`src/hw/rtl/edm_pkg.sv`:
```
`timescale 1ns / 1ps

package edm_pkg;

    localparam int unsigned SYM_W  = 8;
    localparam int unsigned COST_W = 8;
    localparam int unsigned LEN_W  = 5;
    localparam int unsigned CFG_W  = 64;
    localparam int unsigned IDX_W  = 2;

    // register indexes on the configuration port
    localparam logic [IDX_W-1:0] CFG_REF_CHARS_LOW  = 2'd0;
    localparam logic [IDX_W-1:0] CFG_REF_CHARS_HIGH = 2'd1;
    localparam logic [IDX_W-1:0] CFG_REF_LENGTH     = 2'd2;
    localparam logic [IDX_W-1:0] CFG_MAX_DISTANCE   = 2'd3;

    localparam logic [COST_W-1:0] MAX_DISTANCE_RST = 8'd3;
    localparam logic [COST_W-1:0] COST_SAT         = 8'hFF;

    typedef struct packed {
        logic [SYM_W-1:0] symbol;
        logic             last;
        logic             empty_query;
    } request_t;

    typedef struct packed {
        logic [COST_W-1:0] distance;
        logic              prefix_related;
        logic              within_limit;
    } result_t;

    // token handed from cell to cell along the row
    typedef struct packed {
        logic              valid;
        logic [SYM_W-1:0]  symbol;
        logic              last;
        logic              empty_query;
        logic [LEN_W-1:0]  len;
        logic              prefix;
        logic [COST_W-1:0] cost_new;
        logic [COST_W-1:0] cost_old;
        logic [COST_W-1:0] result_cost;
    } wave_t;

    function automatic logic [COST_W-1:0] sat_inc(input logic [COST_W-1:0] v);
        return (v == COST_SAT) ? v : v + 8'd1;
    endfunction

endpackage

```
`src/hw/rtl/edm_cell.sv`:
```
`timescale 1ns / 1ps

module edm_cell #(
    parameter int unsigned CELL_IDX = 0
) (
    input  logic                        aclk,
    input  logic                        aresetn,
    input  logic                        advance,
    input  logic [edm_pkg::SYM_W-1:0]   ref_byte,
    input  edm_pkg::wave_t              wave_in,
    output edm_pkg::wave_t              wave_out
);
    import edm_pkg::*;

    localparam logic [COST_W-1:0] CLEAR_COST = COST_W'(CELL_IDX + 1);
    localparam logic [LEN_W-1:0]  CELL_LEN   = LEN_W'(CELL_IDX + 1);

    logic [COST_W-1:0] cost_reg, cost_next;
    wave_t             wave_reg, wave_next;
    logic [COST_W-1:0] ins_cost, del_cost, sub_cost, min_id, min_all;

    always_comb begin
        ins_cost = sat_inc(wave_in.cost_new);
        del_cost = sat_inc(cost_reg);
        sub_cost = (wave_in.symbol == ref_byte) ? wave_in.cost_old
                                                : sat_inc(wave_in.cost_old);
        min_id   = (ins_cost < del_cost) ? ins_cost : del_cost;
        min_all  = (sub_cost < min_id) ? sub_cost : min_id;

        wave_next          = wave_in;
        wave_next.cost_new = min_all;
        wave_next.cost_old = cost_reg;
        if (!wave_in.empty_query && (wave_in.len == CELL_LEN)) begin
            wave_next.result_cost = min_all;
        end

        cost_next = cost_reg;
        if (wave_in.valid) begin
            if (wave_in.empty_query || wave_in.last) begin
                cost_next = CLEAR_COST;
            end else begin
                cost_next = min_all;
            end
        end
    end

    always_ff @(posedge aclk) begin
        if (!aresetn) begin
            cost_reg       <= CLEAR_COST;
            wave_reg.valid <= 1'b0;
        end else if (advance) begin
            cost_reg <= cost_next;
            wave_reg <= wave_next;
        end
    end

    assign wave_out = wave_reg;

endmodule

```
`src/hw/rtl/edit_distance_matcher_unit.sv`:
```
`timescale 1ns / 1ps

// edit distance matcher
// compares a query string against a reference word of up to MAX_REF_LEN bytes
// - s_ channel: one request per query byte; last marks the final byte,
//   empty_query stands for a whole empty query and carries no byte
// - m_ channel: one result per last or empty request: distance, prefix flag
//   and close-enough flag against max_distance
// - cfg port: reference bytes, reference length and max_distance; the user must
//   see that it is written only while no request is in flight (not enforced)
// the cost row lives in a row of MAX_REF_LEN cells; a request enters an entry stage,
// then walks one cell per cycle when not stalled: a skewed wave updates the row
// path: a request passes the entry stage, the cells and the output register
// throughput: one request per cycle while s_ready is high, set by the one-cell-per-cycle wave
// reset: cost row, query count and prefix flag go to their cleared values,
// the reference is empty and max_distance is 3; m_valid drops
// stall: the output register holds a waiting result; requests keep flowing
// until a second result reaches the row's end, then the whole row holds and
// s_ready drops until m_ready takes the waiting one

module edit_distance_matcher_unit #(
    parameter int unsigned MAX_REF_LEN = 16
) (
    input  logic                         aclk,
    input  logic                         aresetn,

    input  logic                         cfg_we,
    input  logic [edm_pkg::IDX_W-1:0]    cfg_index,
    input  logic [edm_pkg::CFG_W-1:0]    cfg_wdata,

    input  logic                         s_valid,
    output logic                         s_ready,
    input  edm_pkg::request_t            s_data,

    output logic                         m_valid,
    input  logic                         m_ready,
    output edm_pkg::result_t             m_data
);
    import edm_pkg::*;

    // configuration registers
    logic [CFG_W-1:0]  ref_low_reg;
    logic [CFG_W-1:0]  ref_high_reg;
    logic [LEN_W-1:0]  ref_length_reg;
    logic [COST_W-1:0] max_distance_reg;
    logic [2*CFG_W-1:0] ref_chars;

    // matching state kept at the entry of the row
    logic [COST_W-1:0] count_reg, count_next;
    logic              agree_reg, agree_next;

    logic [LEN_W-1:0]  len_eff;
    logic [SYM_W-1:0]  count_byte;
    logic              mismatch;
    logic              agree_now;
    logic [COST_W-1:0] count_inc;

    logic              accept;
    logic              advance;
    logic              tail_has_result;

    wave_t             wave0_reg, wave0_next;
    wave_t             waves [MAX_REF_LEN+1];

    logic              m_valid_reg, m_valid_next;
    result_t           m_data_reg, m_data_next;

    assign ref_chars = {ref_high_reg, ref_low_reg};

    always_ff @(posedge aclk) begin
        if (!aresetn) begin
            ref_low_reg      <= '0;
            ref_high_reg     <= '0;
            ref_length_reg   <= '0;
            max_distance_reg <= MAX_DISTANCE_RST;
        end else if (cfg_we) begin
            case (cfg_index)
                CFG_REF_CHARS_LOW:  ref_low_reg      <= cfg_wdata;
                CFG_REF_CHARS_HIGH: ref_high_reg     <= cfg_wdata;
                CFG_REF_LENGTH:     ref_length_reg   <= cfg_wdata[LEN_W-1:0];
                CFG_MAX_DISTANCE:   max_distance_reg <= cfg_wdata[COST_W-1:0];
                default: begin
                end
            endcase
        end
    end

    // row stalls only when a second result meets a full output reg and !m_ready
    assign tail_has_result = waves[MAX_REF_LEN].valid &&
                             (waves[MAX_REF_LEN].last || waves[MAX_REF_LEN].empty_query);
    assign advance = !(tail_has_result && m_valid_reg && !m_ready);
    assign s_ready = advance;
    assign accept  = s_valid && advance;

    // entry stage: prefix check, query count and column zero of the row
    always_comb begin
        len_eff    = (ref_length_reg > LEN_W'(MAX_REF_LEN)) ? LEN_W'(MAX_REF_LEN)
                                                            : ref_length_reg;
        // count only matters while below len_eff, so its low nibble is enough
        count_byte = ref_chars[{count_reg[3:0], 3'b000} +: SYM_W];
        mismatch   = (count_reg < COST_W'(len_eff)) && (s_data.symbol != count_byte);
        agree_now  = agree_reg && !mismatch;
        count_inc  = sat_inc(count_reg);

        wave0_next             = '0;
        wave0_next.valid       = accept;
        wave0_next.symbol      = s_data.symbol;
        wave0_next.last        = s_data.last;
        wave0_next.empty_query = s_data.empty_query;
        wave0_next.len         = len_eff;
        // column zero always equals the query count
        wave0_next.cost_old    = count_reg;
        wave0_next.cost_new    = count_inc;
        if (s_data.empty_query) begin
            // empty query reports the reference length with both flags clear
            wave0_next.prefix      = 1'b0;
            wave0_next.result_cost = COST_W'(len_eff);
        end else begin
            wave0_next.prefix      = agree_now;
            wave0_next.result_cost = (len_eff == '0) ? count_inc : '0;
        end

        count_next = count_reg;
        agree_next = agree_reg;
        if (accept) begin
            if (s_data.empty_query || s_data.last) begin
                count_next = '0;
                agree_next = 1'b1;
            end else begin
                count_next = count_inc;
                agree_next = agree_now;
            end
        end
    end

    always_ff @(posedge aclk) begin
        if (!aresetn) begin
            count_reg       <= '0;
            agree_reg       <= 1'b1;
            wave0_reg.valid <= 1'b0;
        end else begin
            count_reg <= count_next;
            agree_reg <= agree_next;
            if (advance) begin
                wave0_reg <= wave0_next;
            end
        end
    end

    assign waves[0] = wave0_reg;

    // row of cells, cell j holds cost row entry j+1
    for (genvar j = 0; j < MAX_REF_LEN; j++) begin : g_cell
        edm_cell #(
            .CELL_IDX (j)
        ) u_cell (
            .aclk     (aclk),
            .aresetn  (aresetn),
            .advance  (advance),
            .ref_byte (ref_chars[j*SYM_W +: SYM_W]),
            .wave_in  (waves[j]),
            .wave_out (waves[j+1])
        );
    end

    // output register
    always_comb begin
        m_valid_next = m_valid_reg;
        m_data_next  = m_data_reg;
        if (m_ready) begin
            m_valid_next = 1'b0;
        end
        if (advance && tail_has_result) begin
            m_valid_next               = 1'b1;
            m_data_next.distance       = waves[MAX_REF_LEN].result_cost;
            m_data_next.prefix_related = waves[MAX_REF_LEN].prefix;
            m_data_next.within_limit   = !waves[MAX_REF_LEN].empty_query &&
                                         (waves[MAX_REF_LEN].result_cost <= max_distance_reg);
        end
    end

    always_ff @(posedge aclk) begin
        if (!aresetn) begin
            m_valid_reg <= 1'b0;
        end else begin
            m_valid_reg <= m_valid_next;
            m_data_reg  <= m_data_next;
        end
    end

    assign m_valid = m_valid_reg;
    assign m_data  = m_data_reg;

endmodule

```
`config.mk`:
```
export PLATFORM = sky130hd
export DESIGN_NAME = edit_distance_matcher_unit
export DESIGN_NICKNAME = d
export VERILOG_FILES = /design/src/hw/rtl/edm_pkg.sv /design/src/hw/rtl/edm_cell.sv /design/src/hw/rtl/edit_distance_matcher_unit.sv
export SDC_FILE = /design/constraint.sdc
export NUM_CORES = 2
export LEC_CHECK = 0
export BUFFER_PORTS_ARGS = -buffer_cell sky130_fd_sc_hd__clkbuf_2
export CORE_ASPECT_RATIO = 1.1
export CORE_MARGIN = 4
export CORE_UTILIZATION = 60
export DETAILED_ROUTE_END_ITERATION = 8
export GPL_TIMING_DRIVEN = 1
export PLACE_DENSITY = 0.86
export SLEW_MARGIN = 40
export SYNTH_ARGS = -nofsm -noshare
export SYNTH_HDL_FRONTEND = slang
export SYNTH_SLANG_ARGS = --single-unit
```
`constraint.sdc`:
```
create_clock -name aclk -period 39.8 [get_ports aclk]
set_clock_uncertainty 0.1 [all_clocks]
set_input_delay 9.95 -clock aclk [delete_from_list [all_inputs] [get_ports aclk]]
set_output_delay 9.95 -clock aclk [all_outputs]
set_load 0.03 [all_outputs]
```
==> metrics.csv <==
stage,metric,value,unit
status,status,completed,
global_routing,grt_pass1_vias,37375,
placement,routabilityCongestion,0.927,
cts,cts-resized-gates,0,
sta,slew_viol_final,0,
die,io_pins,93,
global_routing,grt.total_usage,0.281,
sta,holdWs,0.319,ns
sta,tightest_slew,0.914,ns
route,drt_wl_total,131000,um
critical_path,cp_max_fo,18,
pwr,p_leak,21.6,nW
synthesis,syn_nets,5010,
synthesis,synthFlopType,edfxtp_1,
cts,tritoncts,done,
sta,finalCriticalPeriod,21.39,ns
critical_path,path_class,in2out,
synthesis,synth_area_per_cell,11.1,sq um
run,cap_viol_max_count,0,
sta,rsz0062_at_grt,false,
synthesis,yosys-top-cells-area,"edfxtp_1, dfxtp_1, ha_1",
critical_path,cpMaxStageDelayCell,buf_4,
synthesis,ys_seq_elements,957,
sta,hold_viol_final,0,
finish,fin_nets,5113,
critical_path,startpoint_type,input pin,
sta,min_period_over_period,0.538,
route,num_vias,38320,
pwr,vdd_drop_max,0.0324,mV
critical_path,reg2regPathDepth,21,
cts,clk_path_buf_depth,3,
sta,maxSlewHeadroom,0.389,
critical_path,crit_chain,clkbuf_2 > nand2b_1 > nor2_2 > buf_4 > inv_1 > buf_4 > clkbuf_2,
critical_path,end_kind,output port,
die,num_rows,112,
route,drt_iter0_drc,3999,
synthesis,yosys_warnings,0,
route,ant_nets,0,
route,dr.pass1.iters,6,
placement,io_buffers,92,
pwr,power,2.68,mW
cts,post_cts_buffers,0,
synthesis,syn_area,0.0519,sq mm
cts,cts_root_buf,clkbuf_16,
finish,largest_reg_flops,627,
synthesis,synth_cell_types,89,
global_routing,antenna_found_initial,4,
pwr,powerDensity,47.1,mW/mm^2
synthesis,yosys.area.top_type,edfxtp_1,
sta,max_freq,0.0467,GHz
die,die_h,317,um
cts,clkLatencyLatePin,0.66,ns
global_routing,grt_max_degree,144,
critical_path,cp.arrival,11.34,ns
route,drc,0,
placement,place_inst,5809,
worst_hold_path,hp-class,reg2reg,
die,start_util,0.609,
sta,setup_viol,0,
cts,clock-sinks,957,
cts,ctsHoldBuffers,0,
worst_hold_path,hold_start,g_cell[4].u_cell.wave_out[24],
synthesis,netlist_instances,4660,
finish,utilization,0.666,
synthesis,synth_edf_count,661,
critical_path,r2r_end,g_cell[12].u_cell.wave_out[7],
sta,tns,0,ns
synthesis,async_flop_share,0,
cts,htree_levels,3,
route,viasPerCell,6.41,
worst_hold_path,min_path_cells,0,
route,routedWlPerCell,21.9,um
finish,area.growth.synth_to_final,9.49,%
synthesis,yosysMostFrequentCell,edfxtp_1,
die,core_area,0.0853,sq mm
synthesis,synth_commonest_cells,"edfxtp_1, nand2_1, dfxtp_1, ha_1, mux2i_1",
global_routing,grt_pass1_wl,203000,um
critical_path,rrSetupSlack,33.03,ns
placement,dp_hpwl,93600,um
critical_path,r2r-start,g_cell[11].u_cell.wave_out[16],
die,design.die.area,0.0913,sq mm
worst_hold_path,hold-path-endpoint,g_cell[5].u_cell.wave_out[24],
die,dieWidth,289,um
synthesis,synth-seq-area-share,0.496,
finish,drive_above_1_share,0.120,
global_routing,grt.overflow.total,0,
critical_path,critPathMaxStageDelay,0.33,ns
synthesis,netlist.area_leader.share,0.382,
cts,clkSlewWorstSetupHoldPaths,0.06,ns
critical_path,required,29.75,ns
cts,numCtsBuffers,92,
finish,final_cell_count_no_fill,5982,
power breakdown:
group / leakage, nW / internal (mW) / switching [mW]
Sequential: 8.84 / 1.14 / 0.0544
Clock: 1.53 / 0.511 / 0.384
Combinational: 11.3 / 0.230 / 0.355
Total: 21.6 / 1.88 / 0.793
stage by stage:
stage | setup WS, ns | area [sq um]
2_1_floorplan | 8.63 | 51900
3_3_place_gp | 18.48 | 53600
3_5_place_dp | 18.49 | 53700
4_1_cts | 18.46 | 56800
5_1_grt | 18.36 | 56900
6_report | 18.41 | 56900
critical path: cells and delay by family:
kind	cells	cell delay [ns]
AND/OR/NAND/NOR	2	0.26
buffers and inverters	5	1.11
per-layer routing:
metal / global-route usage / wire length, um / vias up
li1: - / - / 17738
met1: 0.346 / 49300 / 18382
met2: 0.483 / 63800 / 1783
met3: 0.0469 / 11100 / 411
met4: 0.135 / 6570 / 6
met5: 0 / 36 / -
cell families (layout without fill, tap and decap cells):
family / Yosys count / after routing / share of synthesized area
AND/OR/NAND/NOR: 1496 / 1496 / 0.144
multiplexers: 436 / 436 / 0.0981
adder cells (fa/ha/maj): 271 / 271 / 0.0652
buffers and inverters: 307 / 488 / 0.0222
flip-flops: 957 / 957 / 0.496
other: 0 / 1 / 0
AO/OA/AOI/OAI: 913 / 913 / 0.127
XOR/XNOR: 280 / 280 / 0.0472
placed cells by master, fill, tap and decap left out, types with 40 or more instances in the layout:
cell and n:
xor2_1 84, a21o_1 79, and4_1 41, nand3_1 162, nor3_1 43, nand2_1 536
mux2_2 178, a21boi_0 156, clkbuf_16 95, a22o_1 82, and2_1 57, o21ai_0 129
clkbuf_2 91, o21a_1 40, dfxtp_1 294, edfxtp_1 661, and3_1 101, inv_1 197
nor2_1 198, nand2b_1 53, a21oi_1 132, a31oi_1 43, nand4_1 130, mux4_2 40
ha_1 269, mux2i_1 216, xnor2_1 196
area by class of cell:
class / instances / area (sq um)
fill: 5809 / 28500
sequential: 957 / 25800
multi-input combinational: 3396 / 25100
clock buffer: 122 / 2600
tap: 1140 / 1430
inverter: 198 / 756
timing repair buffer: 118 / 693
clock inverter: 50 / 537
antenna: 1 / 2.50
how the worst max path moves through the flow:
stage             from                            end  slack (ns)  depth (start not counted)
6_report       m_ready                        s_ready       18.41                          7
3_5_place_dp   m_ready                        s_ready       18.49                          7
4_1_cts        m_ready                        s_ready       18.46                          7
3_3_place_gp   m_ready                        s_ready       18.48                          7
5_1_grt        m_ready                        s_ready       18.36                          7
2_1_floorplan  m_ready  g_cell[11].u_cell.cost_reg[0]        8.63                          9
No activity file was read; power rests on OpenSTA's default activity.
